[src/rtl/bwsc_pkg.sv]
// Shared types, constants and register codes for the wheel speed controller.
package bwsc_pkg;

  localparam int NUM_SENSORS_DEF = 8;

  localparam int RANGE_W    = 16;
  localparam int SPEED_W    = 15;
  localparam int ANG_W      = 18;
  localparam int GAIN_W     = 8;
  localparam int CLOSE_W    = 13;
  localparam int FRAC_W     = 12;
  localparam int ACC_W      = 24;
  localparam int DIV_W      = 29;
  localparam int DIV_CNT_W  = 5;
  localparam int CL_STEPS   = 13;
  localparam int ANG_STEPS  = 29;
  localparam int TURN_SCALE = 10000;

  localparam int IN_DATA_W  = 24;
  localparam int IN_USER_W  = 1;
  localparam int OUT_DATA_W = 40;
  localparam int CFG_ADDR_W = 6;
  localparam int CFG_DATA_W = 64;

  localparam logic [CLOSE_W-1:0] CLOSE_FULL = 13'd4096;
  localparam logic [ANG_W-1:0]   ANG_POS_MAX = 18'h1FFFF;
  localparam logic [ANG_W-1:0]   ANG_NEG_MIN = 18'h20000;

  localparam logic [SPEED_W-1:0] BASE_SPEED_RST = 15'd1229;
  localparam logic [SPEED_W-1:0] MIN_SPEED_RST  = 15'd0;
  localparam logic [SPEED_W-1:0] MAX_SPEED_RST  = 15'd2048;
  localparam logic [RANGE_W-1:0] NEAR_RST       = 16'd200;
  localparam logic [RANGE_W-1:0] FAR_RST        = 16'd2500;
  localparam logic [RANGE_W-1:0] WHEEL_BASE_RST = 16'd880;

  typedef enum logic [0:0] {
    CMD_SAMPLE = 1'b0,
    CMD_TICK   = 1'b1
  } cmd_t;

  typedef enum logic [2:0] {
    REG_BASE_SPEED  = 3'd0,
    REG_MIN_SPEED   = 3'd1,
    REG_MAX_SPEED   = 3'd2,
    REG_NEAR        = 3'd3,
    REG_FAR         = 3'd4,
    REG_WHEEL_BASE  = 3'd5,
    REG_LEFT_GAINS  = 3'd6,
    REG_RIGHT_GAINS = 3'd7
  } reg_idx_t;

  typedef enum logic [3:0] {
    S_IDLE,
    S_CL_SETUP,
    S_CL_DIV,
    S_MAC,
    S_WHEEL,
    S_MUL,
    S_ANG_SETUP,
    S_ANG_DIV,
    S_DONE
  } state_t;

  typedef struct packed {
    logic [SPEED_W-1:0] base_speed;
    logic [SPEED_W-1:0] min_speed;
    logic [SPEED_W-1:0] max_speed;
    logic [RANGE_W-1:0] near_distance;
    logic [RANGE_W-1:0] far_distance;
    logic [RANGE_W-1:0] wheel_base;
    logic [63:0]        left_gains;
    logic [63:0]        right_gains;
  } cfg_t;

  typedef struct packed {
    logic                 start;
    logic [RANGE_W-1:0]   rem_init;
    logic [DIV_W-1:0]     dividend;
    logic [DIV_CNT_W-1:0] steps;
    logic [RANGE_W-1:0]   divisor;
  } div_req_t;

  typedef struct packed {
    logic               done;
    logic [DIV_W-1:0]   quot;
    logic [RANGE_W-1:0] rem;
  } div_rsp_t;

endpackage

[src/rtl/braitenberg_wheel_speed_controller_top.sv]
// Sequencer and datapath of the wheel speed controller.
// A sample word is taken while idle. A tick word walks every sensor: one whose range is zero or
// at/after far, or any sensor when far is not above near, gets its closeness directly, any other
// through the shared divider; the wheel clamp, product and turn-rate division follow. The shared
// divider yields one quotient bit per cycle. The block takes no word while a tick is in work.
// Synchronous active-low reset clears all ranges to no reading and loads register defaults.
module braitenberg_wheel_speed_controller_top #(
  parameter int NUM_SENSORS = bwsc_pkg::NUM_SENSORS_DEF
) (
  input  logic                                 clk,
  input  logic                                 rst_n,
  input  logic                                 in_tvalid,
  output logic                                 in_tready,
  input  logic [bwsc_pkg::IN_DATA_W-1:0]       in_tdata,  // sensor_index, range_value
  input  logic [bwsc_pkg::IN_USER_W-1:0]       in_tuser,  // cmd
  output logic                                 out_tvalid,
  input  logic                                 out_tready,
  output logic [bwsc_pkg::OUT_DATA_W-1:0]      out_tdata, // linear_speed, angular_speed
  input  logic                                 cfg_psel,
  input  logic                                 cfg_penable,
  input  logic                                 cfg_pwrite,
  input  logic [bwsc_pkg::CFG_ADDR_W-1:0]      cfg_paddr,
  input  logic [bwsc_pkg::CFG_DATA_W-1:0]      cfg_pwdata,
  output logic [bwsc_pkg::CFG_DATA_W-1:0]      cfg_prdata,
  output logic                                 cfg_pready
);

  localparam int SEN_W = (NUM_SENSORS > 1) ? $clog2(NUM_SENSORS) : 1;

  bwsc_pkg::cfg_t     cfg;
  bwsc_pkg::div_req_t div_req;
  bwsc_pkg::div_rsp_t div_rsp;
  bwsc_pkg::state_t   state_r, state_nxt;

  logic [bwsc_pkg::RANGE_W-1:0]  ranges_r [NUM_SENSORS];
  logic [SEN_W-1:0]              cnt_r;
  logic [bwsc_pkg::CLOSE_W-1:0]  close_r;
  logic signed [bwsc_pkg::ACC_W-1:0]   acc_l_r, acc_r_r;
  logic signed [bwsc_pkg::SPEED_W-1:0] vl_r, vr_r;
  logic [bwsc_pkg::SPEED_W-1:0]  lin_r;
  logic                          diff_neg_r, diff_zero_r;
  logic [bwsc_pkg::DIV_W-1:0]    prod_r;
  logic [bwsc_pkg::ANG_W-1:0]    ang_r;
  logic                          out_tvalid_r;
  logic [bwsc_pkg::OUT_DATA_W-1:0] out_tdata_r;

  logic                          in_acc;
  logic                          is_tick;
  logic [2:0]                    in_idx;
  logic [bwsc_pkg::RANGE_W-1:0]  in_range;
  logic                          idx_ok;
  logic [bwsc_pkg::RANGE_W-1:0]  cur_range;
  logic [bwsc_pkg::RANGE_W-1:0]  dc;
  logic [bwsc_pkg::RANGE_W-1:0]  cl_num;
  logic [bwsc_pkg::RANGE_W-1:0]  cl_den;
  logic                          no_read;
  logic                          full_close;
  logic                          last_sensor;
  logic                          out_free;
  logic signed [bwsc_pkg::GAIN_W-1:0] gl, gr;
  logic signed [21:0]            mac_l, mac_r;
  logic signed [15:0]            raw_l, raw_r;
  logic signed [15:0]            wsum, wdiff;
  logic [bwsc_pkg::SPEED_W-1:0]  mag;
  logic [bwsc_pkg::DIV_W-1:0]    mag_ext;
  logic [bwsc_pkg::DIV_W:0]      neg_mag;
  logic [bwsc_pkg::ANG_W-1:0]    ang_div;

  function automatic logic signed [14:0] clamp_speed(input logic signed [15:0] v,
                                                     input logic signed [14:0] lo,
                                                     input logic signed [14:0] hi);
    logic signed [15:0] t;
    t = v;
    if (t > hi) t = 16'(hi);
    if (t < lo) t = 16'(lo);
    return t[14:0];
  endfunction

  bwsc_regs u_regs (
    .clk     (clk),
    .rst_n   (rst_n),
    .psel    (cfg_psel),
    .penable (cfg_penable),
    .pwrite  (cfg_pwrite),
    .paddr   (cfg_paddr),
    .pwdata  (cfg_pwdata),
    .prdata  (cfg_prdata),
    .pready  (cfg_pready),
    .cfg_o   (cfg)
  );

  bwsc_div u_div (
    .clk   (clk),
    .rst_n (rst_n),
    .req_i (div_req),
    .rsp_o (div_rsp)
  );

  assign in_acc   = in_tvalid && in_tready;
  assign is_tick  = bwsc_pkg::cmd_t'(in_tuser[0]) == bwsc_pkg::CMD_TICK;
  assign in_idx   = in_tdata[2:0];
  assign in_range = in_tdata[18:3];
  assign idx_ok   = 32'(in_idx) < NUM_SENSORS;

  // closeness setup for the sensor under the counter
  assign cur_range   = ranges_r[cnt_r];
  assign no_read     = (cur_range == '0) || (cur_range >= cfg.far_distance);
  assign full_close  = cfg.far_distance <= cfg.near_distance;
  assign dc          = (cur_range < cfg.near_distance) ? cfg.near_distance : cur_range;
  assign cl_num      = cfg.far_distance - dc;
  assign cl_den      = cfg.far_distance - cfg.near_distance;
  assign last_sensor = cnt_r == SEN_W'(NUM_SENSORS - 1);

  assign gl    = $signed(cfg.left_gains[{cnt_r, 3'b000} +: bwsc_pkg::GAIN_W]);
  assign gr    = $signed(cfg.right_gains[{cnt_r, 3'b000} +: bwsc_pkg::GAIN_W]);
  assign mac_l = gl * $signed({1'b0, close_r});
  assign mac_r = gr * $signed({1'b0, close_r});

  // floor of acc / 4096 is the top bits of the accumulator
  assign raw_l = {cfg.base_speed[14], cfg.base_speed}
               + {{4{acc_l_r[bwsc_pkg::ACC_W-1]}}, acc_l_r[bwsc_pkg::ACC_W-1:bwsc_pkg::FRAC_W]};
  assign raw_r = {cfg.base_speed[14], cfg.base_speed}
               + {{4{acc_r_r[bwsc_pkg::ACC_W-1]}}, acc_r_r[bwsc_pkg::ACC_W-1:bwsc_pkg::FRAC_W]};

  assign wsum    = {vl_r[14], vl_r} + {vr_r[14], vr_r};
  assign wdiff   = {vr_r[14], vr_r} - {vl_r[14], vl_r};
  assign mag     = wdiff[15] ? 15'(-wdiff) : wdiff[14:0];
  assign mag_ext = {14'b0, mag};

  // negative quotient rounds toward minus infinity
  assign neg_mag = {1'b0, div_rsp.quot} + {29'b0, (div_rsp.rem != '0)};
  always_comb begin
    if (diff_neg_r) begin
      if (neg_mag > 30'(131072)) ang_div = bwsc_pkg::ANG_NEG_MIN;
      else                       ang_div = ~neg_mag[bwsc_pkg::ANG_W-1:0] + 1'b1;
    end else begin
      if (div_rsp.quot > 29'(131071)) ang_div = bwsc_pkg::ANG_POS_MAX;
      else                            ang_div = div_rsp.quot[bwsc_pkg::ANG_W-1:0];
    end
  end

  assign out_free = !out_tvalid_r || out_tready;

  always_comb begin
    state_nxt = state_r;
    unique case (state_r)
      bwsc_pkg::S_IDLE:      if (in_acc && is_tick) state_nxt = bwsc_pkg::S_CL_SETUP;
      bwsc_pkg::S_CL_SETUP:  state_nxt = (no_read || full_close) ? bwsc_pkg::S_MAC
                                                                 : bwsc_pkg::S_CL_DIV;
      bwsc_pkg::S_CL_DIV:    if (div_rsp.done) state_nxt = bwsc_pkg::S_MAC;
      bwsc_pkg::S_MAC:       state_nxt = last_sensor ? bwsc_pkg::S_WHEEL : bwsc_pkg::S_CL_SETUP;
      bwsc_pkg::S_WHEEL:     state_nxt = bwsc_pkg::S_MUL;
      bwsc_pkg::S_MUL:       state_nxt = bwsc_pkg::S_ANG_SETUP;
      bwsc_pkg::S_ANG_SETUP: state_nxt = (cfg.wheel_base == '0) ? bwsc_pkg::S_DONE
                                                                : bwsc_pkg::S_ANG_DIV;
      bwsc_pkg::S_ANG_DIV:   if (div_rsp.done) state_nxt = bwsc_pkg::S_DONE;
      bwsc_pkg::S_DONE:      if (out_free) state_nxt = bwsc_pkg::S_IDLE;
      default:               state_nxt = bwsc_pkg::S_IDLE;
    endcase
  end

  always_comb begin
    in_tready = 1'b0;
    div_req   = '0;
    unique case (state_r)
      bwsc_pkg::S_IDLE: in_tready = 1'b1;
      bwsc_pkg::S_CL_SETUP: begin
        div_req.start    = !no_read && !full_close;
        div_req.rem_init = {1'b0, cl_num[bwsc_pkg::RANGE_W-1:1]};
        div_req.dividend = {cl_num[0], 28'b0};
        div_req.steps    = bwsc_pkg::DIV_CNT_W'(bwsc_pkg::CL_STEPS);
        div_req.divisor  = cl_den;
      end
      bwsc_pkg::S_ANG_SETUP: begin
        div_req.start    = cfg.wheel_base != '0;
        div_req.rem_init = '0;
        div_req.dividend = prod_r;
        div_req.steps    = bwsc_pkg::DIV_CNT_W'(bwsc_pkg::ANG_STEPS);
        div_req.divisor  = cfg.wheel_base;
      end
      default: ;
    endcase
  end

  always_ff @(posedge clk) begin
    if (!rst_n) begin
      state_r      <= bwsc_pkg::S_IDLE;
      out_tvalid_r <= 1'b0;
      for (int i = 0; i < NUM_SENSORS; i++) ranges_r[i] <= '0;
    end else begin
      state_r <= state_nxt;
      if (in_acc && !is_tick && idx_ok) ranges_r[in_idx[SEN_W-1:0]] <= in_range;
      if (state_r == bwsc_pkg::S_DONE && out_free) out_tvalid_r <= 1'b1;
      else if (out_tready)                         out_tvalid_r <= 1'b0;
    end
  end

  always_ff @(posedge clk) begin
    case (state_r)
      bwsc_pkg::S_IDLE: begin
        cnt_r   <= '0;
        acc_l_r <= '0;
        acc_r_r <= '0;
      end
      bwsc_pkg::S_CL_SETUP: begin
        close_r <= (no_read) ? '0 : bwsc_pkg::CLOSE_FULL;
      end
      bwsc_pkg::S_CL_DIV: begin
        if (div_rsp.done) close_r <= div_rsp.quot[bwsc_pkg::CLOSE_W-1:0];
      end
      bwsc_pkg::S_MAC: begin
        acc_l_r <= acc_l_r + {{2{mac_l[21]}}, mac_l};
        acc_r_r <= acc_r_r + {{2{mac_r[21]}}, mac_r};
        cnt_r   <= cnt_r + 1'b1;
      end
      bwsc_pkg::S_WHEEL: begin
        vl_r <= clamp_speed(raw_l, $signed(cfg.min_speed), $signed(cfg.max_speed));
        vr_r <= clamp_speed(raw_r, $signed(cfg.min_speed), $signed(cfg.max_speed));
      end
      bwsc_pkg::S_MUL: begin
        lin_r       <= wsum[15:1];
        diff_neg_r  <= wdiff[15];
        diff_zero_r <= wdiff == '0;
        prod_r      <= mag_ext * bwsc_pkg::DIV_W'(bwsc_pkg::TURN_SCALE);
      end
      bwsc_pkg::S_ANG_SETUP: begin
        if (diff_zero_r)     ang_r <= '0;
        else if (diff_neg_r) ang_r <= bwsc_pkg::ANG_NEG_MIN;
        else                 ang_r <= bwsc_pkg::ANG_POS_MAX;
      end
      bwsc_pkg::S_ANG_DIV: begin
        if (div_rsp.done) ang_r <= ang_div;
      end
      bwsc_pkg::S_DONE: begin
        if (out_free) out_tdata_r <= {7'b0, ang_r, lin_r};
      end
      default: ;
    endcase
  end

  assign out_tvalid = out_tvalid_r;
  assign out_tdata  = out_tdata_r;

`ifndef SYNTH
  a_div_done_waited: assert property (@(posedge clk) disable iff (!rst_n)
    div_rsp.done |-> (state_r == bwsc_pkg::S_CL_DIV || state_r == bwsc_pkg::S_ANG_DIV))
    else $error("divider finished outside a wait state");

  a_close_range: assert property (@(posedge clk) disable iff (!rst_n)
    (state_r == bwsc_pkg::S_MAC) |-> (close_r <= bwsc_pkg::CLOSE_FULL))
    else $error("closeness above full scale");

  a_sample_stays_idle: assert property (@(posedge clk) disable iff (!rst_n)
    (in_acc && !is_tick) |=> (state_r == bwsc_pkg::S_IDLE))
    else $error("sample word started a tick");

  a_done_holds: assert property (@(posedge clk) disable iff (!rst_n)
    (state_r == bwsc_pkg::S_DONE && out_tvalid_r && !out_tready)
      |=> (state_r == bwsc_pkg::S_DONE && out_tvalid_r))
    else $error("result dropped while output slot busy");
`endif

endmodule

[src/rtl/bwsc_regs.sv]
// Configuration register file behind the APB-style port.
module bwsc_regs (
  input  logic                                clk,
  input  logic                                rst_n,
  input  logic                                psel,
  input  logic                                penable,
  input  logic                                pwrite,
  input  logic [bwsc_pkg::CFG_ADDR_W-1:0]     paddr,
  input  logic [bwsc_pkg::CFG_DATA_W-1:0]     pwdata,
  output logic [bwsc_pkg::CFG_DATA_W-1:0]     prdata,
  output logic                                pready,
  output bwsc_pkg::cfg_t                      cfg_o
);

  bwsc_pkg::cfg_t     cfg_r;
  bwsc_pkg::reg_idx_t sel;
  logic               wr_en;

  assign pready = 1'b1;
  assign wr_en  = psel && penable && pwrite;
  assign sel    = bwsc_pkg::reg_idx_t'(paddr[bwsc_pkg::CFG_ADDR_W-1:3]);
  assign cfg_o  = cfg_r;

  always_ff @(posedge clk) begin
    if (!rst_n) begin
      cfg_r.base_speed    <= bwsc_pkg::BASE_SPEED_RST;
      cfg_r.min_speed     <= bwsc_pkg::MIN_SPEED_RST;
      cfg_r.max_speed     <= bwsc_pkg::MAX_SPEED_RST;
      cfg_r.near_distance <= bwsc_pkg::NEAR_RST;
      cfg_r.far_distance  <= bwsc_pkg::FAR_RST;
      cfg_r.wheel_base    <= bwsc_pkg::WHEEL_BASE_RST;
      cfg_r.left_gains    <= '0;
      cfg_r.right_gains   <= '0;
    end else if (wr_en) begin
      unique case (sel)
        bwsc_pkg::REG_BASE_SPEED:  cfg_r.base_speed    <= pwdata[bwsc_pkg::SPEED_W-1:0];
        bwsc_pkg::REG_MIN_SPEED:   cfg_r.min_speed     <= pwdata[bwsc_pkg::SPEED_W-1:0];
        bwsc_pkg::REG_MAX_SPEED:   cfg_r.max_speed     <= pwdata[bwsc_pkg::SPEED_W-1:0];
        bwsc_pkg::REG_NEAR:        cfg_r.near_distance <= pwdata[bwsc_pkg::RANGE_W-1:0];
        bwsc_pkg::REG_FAR:         cfg_r.far_distance  <= pwdata[bwsc_pkg::RANGE_W-1:0];
        bwsc_pkg::REG_WHEEL_BASE:  cfg_r.wheel_base    <= pwdata[bwsc_pkg::RANGE_W-1:0];
        bwsc_pkg::REG_LEFT_GAINS:  cfg_r.left_gains    <= pwdata;
        bwsc_pkg::REG_RIGHT_GAINS: cfg_r.right_gains   <= pwdata;
        default: ;
      endcase
    end
  end

  always_comb begin
    unique case (sel)
      bwsc_pkg::REG_BASE_SPEED:  prdata = {49'b0, cfg_r.base_speed};
      bwsc_pkg::REG_MIN_SPEED:   prdata = {49'b0, cfg_r.min_speed};
      bwsc_pkg::REG_MAX_SPEED:   prdata = {49'b0, cfg_r.max_speed};
      bwsc_pkg::REG_NEAR:        prdata = {48'b0, cfg_r.near_distance};
      bwsc_pkg::REG_FAR:         prdata = {48'b0, cfg_r.far_distance};
      bwsc_pkg::REG_WHEEL_BASE:  prdata = {48'b0, cfg_r.wheel_base};
      bwsc_pkg::REG_LEFT_GAINS:  prdata = cfg_r.left_gains;
      bwsc_pkg::REG_RIGHT_GAINS: prdata = cfg_r.right_gains;
      default:                   prdata = '0;
    endcase
  end

endmodule

[src/rtl/bwsc_div.sv]
// Shared restoring divider, one quotient bit per cycle.
module bwsc_div (
  input  logic               clk,
  input  logic               rst_n,
  input  bwsc_pkg::div_req_t req_i,
  output bwsc_pkg::div_rsp_t rsp_o
);

  logic [bwsc_pkg::DIV_CNT_W-1:0] cnt_r;
  logic                           done_r;
  logic [bwsc_pkg::RANGE_W-1:0]   rem_r;
  logic [bwsc_pkg::RANGE_W-1:0]   dsr_r;
  logic [bwsc_pkg::DIV_W-1:0]     dvd_r;
  logic [bwsc_pkg::DIV_W-1:0]     quot_r;
  logic [bwsc_pkg::RANGE_W:0]     trial;
  logic [bwsc_pkg::RANGE_W:0]     trial_sub;
  logic                           ge;

  // bring down the next dividend bit and try the divisor
  assign trial     = {rem_r, dvd_r[bwsc_pkg::DIV_W-1]};
  assign trial_sub = trial - {1'b0, dsr_r};
  assign ge        = trial >= {1'b0, dsr_r};

  always_ff @(posedge clk) begin
    if (!rst_n) begin
      cnt_r  <= '0;
      done_r <= 1'b0;
    end else begin
      done_r <= (cnt_r == bwsc_pkg::DIV_CNT_W'(1));
      if (req_i.start) begin
        cnt_r <= req_i.steps;
      end else if (cnt_r != '0) begin
        cnt_r <= cnt_r - 1'b1;
      end
    end
  end

  always_ff @(posedge clk) begin
    if (req_i.start) begin
      rem_r  <= req_i.rem_init;
      dsr_r  <= req_i.divisor;
      dvd_r  <= req_i.dividend;
      quot_r <= '0;
    end else if (cnt_r != '0) begin
      rem_r  <= ge ? trial_sub[bwsc_pkg::RANGE_W-1:0] : trial[bwsc_pkg::RANGE_W-1:0];
      dvd_r  <= {dvd_r[bwsc_pkg::DIV_W-2:0], 1'b0};
      quot_r <= {quot_r[bwsc_pkg::DIV_W-2:0], ge};
    end
  end

  assign rsp_o.done = done_r;
  assign rsp_o.quot = quot_r;
  assign rsp_o.rem  = rem_r;

endmodule
[config.mk]
export PLATFORM = sky130hd
export DESIGN_NAME = braitenberg_wheel_speed_controller_top
export DESIGN_NICKNAME = d
export VERILOG_FILES = /design/src/rtl/bwsc_pkg.sv /design/src/rtl/braitenberg_wheel_speed_controller_top.sv /design/src/rtl/bwsc_regs.sv /design/src/rtl/bwsc_div.sv
export SDC_FILE = /design/constraint.sdc
export NUM_CORES = 2
export LEC_CHECK = 0
export BUFFER_PORTS_ARGS = -buffer_cell sky130_fd_sc_hd__buf_2
export CORE_MARGIN = 10
export CORE_UTILIZATION = 55
export DETAILED_ROUTE_END_ITERATION = 12
export PLACE_DENSITY_LB_ADDON = 0.2
export SETUP_SLACK_MARGIN = 0.4
export SLEW_MARGIN = 20
export SYNTH_ARGS = -nofsm -noshare
export SYNTH_HDL_FRONTEND = slang
export SYNTH_HIERARCHICAL = 1
export SYNTH_SLANG_ARGS = --single-unit
[constraint.sdc]
create_clock -name clk -period 11.72 [get_ports clk]
set_input_delay 1.172 -clock clk [delete_from_list [all_inputs] [get_ports clk]]
set_output_delay 1.172 -clock clk [all_outputs]
set_load 0.05 [all_outputs]
[Yosys cells after proc, flatten, opt, wreduce, memory -nomap -nowiden]
Memories as Yosys holds them, arrays and structs flattened. A register that Yosys moved wholly into a read port is not among the register bits.
Cells that the tools add are included.
Operators by class
  shift operators: 2
  magnitude comparators: 10
  muxes and demuxes: 49
  add/subtract/negate cells: 14
  bitwise gates (word level): 1
  equal/unequal tests: 21
  reductions and logical operators: 40
  multipliers: 3
Operators by type and width (count)
  $pmux W64 S8: 1
  $mux W16: 9
  $pmux W67 S2: 1
  $shiftx A64 B7 Y8: 2
  $mux W18: 6
  $pmux W24 S2: 2
  $mux W29: 2
  $add A24 B24 Y24: 2
  $logic_not A16 Y1: 3
  $sub A16 B16 Y16: 3
  $mux W15: 3
  $mul A8 B14 Y22: 2
  $pmux W18 S2: 1
  $pmux W4 S9: 1
  $add A15 B12 Y16: 2
  $gt A16 B15 Y1: 2
  $lt A16 B15 Y1: 2
  $reduce_bool A16 Y1: 2
  $add A29 B1 Y30: 1
  $gt A30 B18 Y1 const B: 1
  $gt A29 B17 Y1 const B: 1
  $mux W13: 2
  $pmux W13 S2: 1
  $mul A15 B10 Y25 const B: 1
  36 further kinds: 87
Word-level totals
  memories: 1
  bits of input ports: 102
  register bits: 509
  logic and storage cells: 169
  RAM bits: 128
Memory list
  ranges_r: words 8, bits a word 16, rd ports 1, clocked after Yosys merged registers in 1, write ports 8, RTL line braitenberg_wheel_speed_controller_top.sv:35  | logic [bwsc_pkg::RANGE_W-1:0] ranges_r [NUM_SENSORS];

[Longest topological paths before layout]
  word-level depth: 9
  gate-level depth with buffers: 34
  depth with buffers taken out: 32

[Cells and area by module]
Netlist, hierarchy kept.
Modules (own cells, without submodules)
  braitenberg_wheel_speed_controller_top: cells an instance 3530, area each 34615.7 µm², instances 1, seq. area each 9619.2 µm²
  bwsc_regs: cells an instance 1191, area each 9748.1 µm², instances 1, seq. area each 4424.2 µm²
  bwsc_div: cells an instance 455, area each 4775.8 µm², instances 1, seq. area each 2532.4 µm²

[Worst setup path after synthesis]
No wires, ideal clock.
  path kind: register to register
  from: register cnt_r[0] (netlist name)
  to: register acc_l_r[23] (netlist bit), data pin
  data required time: 11.454 ns
  library setup time: 0.266 ns
  arrival: 7.652 ns
  cell stages (with the launch flop): 33
  buffers on the path: 3
  setup slack: 3.802 ns
  path through: edfxtp_1 -> clkbuf_1 -> buf_1 -> mux4_2 -> mux2i_1 -> clkbuf_1 -> nand2b_1 -> fa_1 -> fa_1 -> inv_1 -> fa_1 -> inv_1 -> fa_1 -> inv_1 -> ha_1 -> a21oi_1 -> o21bai_1 -> a21o_1 -> a21oi_1 -> o211ai_1 -> a31o_2 -> a21oi_1 -> xnor2_1 -> ha_1 -> a21oi_1 -> o21bai_1 -> a21o_1 -> nor2_1 -> nand2_1 -> o221ai_1 -> xnor2_1 -> xnor2_1 -> nor2_1
RTL lines
  end signal: assignment: RTL line braitenberg_wheel_speed_controller_top.sv:212  | acc_l_r <= acc_l_r + {{2{mac_l[21]}}, mac_l};
  end: declaration: RTL line braitenberg_wheel_speed_controller_top.sv:38  | logic signed [bwsc_pkg::ACC_W-1:0] acc_l_r, acc_r_r;

==> results.py <==
metrics = {
    "status": {
        "outcome": "finished, final reports clean",
    },
    "cts": {
        "cts_setup_buffers": 0,
        "clkSlewWorstSetupHoldPaths_ns": 0.06,
        "cts_root_buf": "clkbuf_16",
        "h-tree-depth": 3,
        "ctsHoldBuffers": 0,
        "clkSinkCount": 640,
        "clk_latency_ns": 0.65,
        "cts_tree": "built",
        "cts-resized-gates": 0,
        "cts_buffers": 73,
        "cts_buffer_depth": 3,
    },
    "setup_path": {
        "cp.arrival_ns": 9.02,
        "cp_data_required_time_ns": 12.09,
        "crit_path_top_delay_cell": "edfxtp_1",
        "start_kind": "flop",
        "r2r_cells": 31,
        "path_depth": 31,
        "critPathBufInv": 6,
        "path_max_fanout": 18,
        "slowest_delay_ns": 0.62,
        "startpoint": "cnt_r[0]$_DFFE_PN_",
        "end_kind": "flop",
        "worst_r2r_endpoint": "acc_r_r[23]$_SDFFCE_PN0N_",
        "ff2ff_setup_slack_ns": 3.07,
        "r2r_start": "cnt_r[0]$_DFFE_PN_",
        "crit_end": "acc_r_r[23]$_SDFFCE_PN0N_",
        "crit_type": "flop to flop",
        "cp_top_family": "adder cells",
    },
    "yosys": {
        "yosysUniqueCellTypes": 110,
        "async_reset_ff_frac": 0,
        "synth_top_cell_area_share": 0.230,
        "synth-edff-count": 376,
        "syn-cell-area_sq_um": 49100,
        "yosysTopAreaCell": "edfxtp_1",
        "yosysWarnings": 6,
        "muxShareOfSynthArea": 0.0698,
        "yosysSeqAreaShare": 0.337,
        "synth-xor-area-share": 0.0351,
        "syn_area_per_cell_sq_um": 9.49,
        "ys_ff_latch": 640,
        "synth-compound-area-share": 0.143,
        "synth_fa_ha_area_frac": 0.182,
        "synth_cells": 5176,
        "ys.flop_type": "edfxtp_1",
        "synth_area_leaders": "edfxtp_1, ha_1, dfxtp_1, fa_1, nand2_1",
        "synthSimpleGateAreaFrac": 0.172,
        "synth_top_family_by_area": "adder cells",
    },
    "detailed_routing": {
        "routed_wl_microns": 129000,
        "drt_iter0_markers": 3144,
        "route.detailed.drc": 0,
        "routed_via_density": 5.83,
        "post_drt_wl_per_cell_microns": 19.9,
        "drt_pass1_iterations": 7,
        "dr_total_vias": 37800,
        "antenna_left": 0,
    },
    "grt": {
        "grt_pass1_wl_microns": 203000,
        "grt-ovfl-total": 0,
        "gr-usage-all-layers": 0.247,
        "grt_max_degree": 113,
        "antenna_found_initial": 13,
        "grt_pass1_vias": 36100,
    },
    "sta": {
        "timing.final.hold_violations": 0,
        "drv_slew": 0,
        "setup_viol": 0,
        "period_share": 0.738,
        "fin_crit_ns": 8.65,
        "fin_skew_ns": 0.0192,
        "tns_ns": 0,
        "relSlewSlack": 0.253,
        "max_freq_ghz": 0.116,
        "worst_pin_slew_ns": 1.12,
        "finalWorstSetupSlack_ns": 3.07,
        "grt_setup_unrepaired": "no",
    },
    "placed_design": {
        "gp_congestion": 0.963,
        "place_ws_ns": 2.78,
        "dp_hpwl_microns": 96600,
        "dpl_cell_area_sq_um": 50900,
        "place.port_buffers": 192,
    },
    "die": {
        "core-area_sq_um": 88500,
        "fp.dieW_microns": 319,
        "rows": 109,
        "die_y_microns": 319,
        "die_area_sq_um": 102000,
        "ios": 209,
        "start_util": 0.555,
    },
    "finish": {
        "nets": 5970,
        "final_cell_area_sq_um": 53300,
        "syn2layout_area_growth_pct": 8.54,
        "final_core_util": 0.603,
        "regArea_sq_um": 16600,
        "nFillCells": 7583,
        "multi_input_area_sq_um": 29700,
        "drive_gt1_frac": 0.118,
    },
    "pwr": {
        "power_density_nw_per_um2": 167,
        "power.leakage_nw": 22.5,
        "ir_drop_uv": 141,
        "power.total_mw": 8.92,
    },
    "hold_path": {
        "worstHoldPathType": "flop to flop",
    },
    "job": {
        "cap_violations": 0,
    },
}
## metrics by stage
stage	cells	hold WS [ns]
final	6487	0.416
after floorplan	5188	0.400
after detailed placement	6346	0.405
after global placement	6346	0.403
after global routing	6483	0.417
after CTS	6481	0.418
## routing by layer
metal  up-vias  routed length [microns]  global-route usage  share of wire
met5         -                      108                   0        0.00084
met4        18                     3890              0.0758          0.030
met3       216                     8500              0.0421          0.066
met2      1147                    58500               0.395           0.45
met1     18300                    58200               0.339           0.45
li1      18200                        -                   -              -
## kinds of logic after synthesis
kind of cell	count (synthesis)
AO/OA/AOI/OAI	1025
buffers and inverters	734
AND/OR/NAND/NOR	1727
other	2
multiplexers	242
adder cells (fa/ha/maj)	611
flip-flops	640
XOR/XNOR	195
## how the worst min path moves through the flow
| stage | cells after the start | endpoint | slack (ns) | start |
|---|---|---|---|---|
| final | 0 | out_tdata[17]$_DFFE_PP_ | 0.42 | ang_r[2]$_DFFE_PP_ |
| after global routing | 0 | out_tdata[16]$_DFFE_PP_ | 0.42 | ang_r[1]$_DFFE_PP_ |
| after CTS | 0 | out_tdata[17]$_DFFE_PP_ | 0.42 | ang_r[2]$_DFFE_PP_ |
| after detailed placement | 0 | out_tdata[17]$_DFFE_PP_ | 0.40 | ang_r[2]$_DFFE_PP_ |
| after global placement | 0 | out_tdata[25]$_DFFE_PP_ | 0.40 | ang_r[10]$_DFFE_PP_ |
| after floorplan | 0 | out_tdata[0]$_DFFE_PP_ | 0.40 | lin_r[0]$_DFFE_PN_ |
## cells in the mapped netlist (all sizes together), types with 28 or more instances
cell and number:
o21a 41, edfxtp 376, nor2b 180, mux4 69, a211oi 37, o211ai 28, or3 31, nand2b 68
ha 440, or2 32, mux2 107, xor2 65, o21ai 182, nor2 276, fa 171, nand4 32
nor3 83, a21oi 197, mux2i 66, and3 61, inv 483, nand2 664, and2 159, dfxtp 264
a22o 62, a21boi 207, buf 107, xnor2 130, a21o 79, clkbuf 144, nand3 81, nor4 28
## sequential cells by signal, indices dropped and copies added (netlist names), 15 cells and up, named ones only
register and cells:
ang_r 18, vr_r 15, u_regs/cfg_o 221, u_div/dsr_r 16, u_div/rem_r 16, acc_l_r 24, out_tdata 33, acc_r_r 24
u_div/dvd_r 29, lin_r 15, vl_r 15, ranges_r 128, u_div/quot_r 29, prod_r 25
## power breakdown
| part | internal (mW) | switching, mW | total [mW] |
|---|---|---|---|
| sequential | 2.76 | 0.285 | 3.04 |
| clock | 1.31 | 0.988 | 2.30 |
| combinational | 1.53 | 2.05 | 3.58 |
| total | 5.59 | 3.33 | 8.92 |
## area by class of cell
type                    count  share of cell area
diodes                      5            0.000235
flip-flops and latches    640               0.311
clock inverters            36             0.00633
repair buffers            245              0.0257
well taps                1165              0.0273
inverters                 483              0.0340
multi-input cells        3814               0.557
clock buffers              99              0.0385
## cell usage in the layout (no fill, tap or decap), types with 18 or more instances in the layout
master	instances
o21ai_0	160
mux4_2	69
and2_1	158
nor2b_1	177
a21boi_1	109
mux2_2	96
buf_4	52
xor2_1	65
or2_2	29
o211ai_1	26
o31ai_1	23
a221oi_1	24
o21bai_1	24
nand2_1	662
nand4_1	30
a22o_1	61
ha_1	440
o21a_1	41
a21oi_1	196
nor4_1	26
nor3_1	76
dfxtp_1	263
a21o_1	79
o21ai_1	18
inv_1	481
xnor2_1	129
edfxtp_1	376
or3_1	28
fa_1	171
buf_2	191
a211oi_1	37
mux2i_1	64
a31oi_1	26
clkbuf_16	77
nand3_1	80
and3_1	60
nand2b_1	67
a21boi_0	98
nor2_1	263
Note: power is estimated with default switching activity, not from simulation.
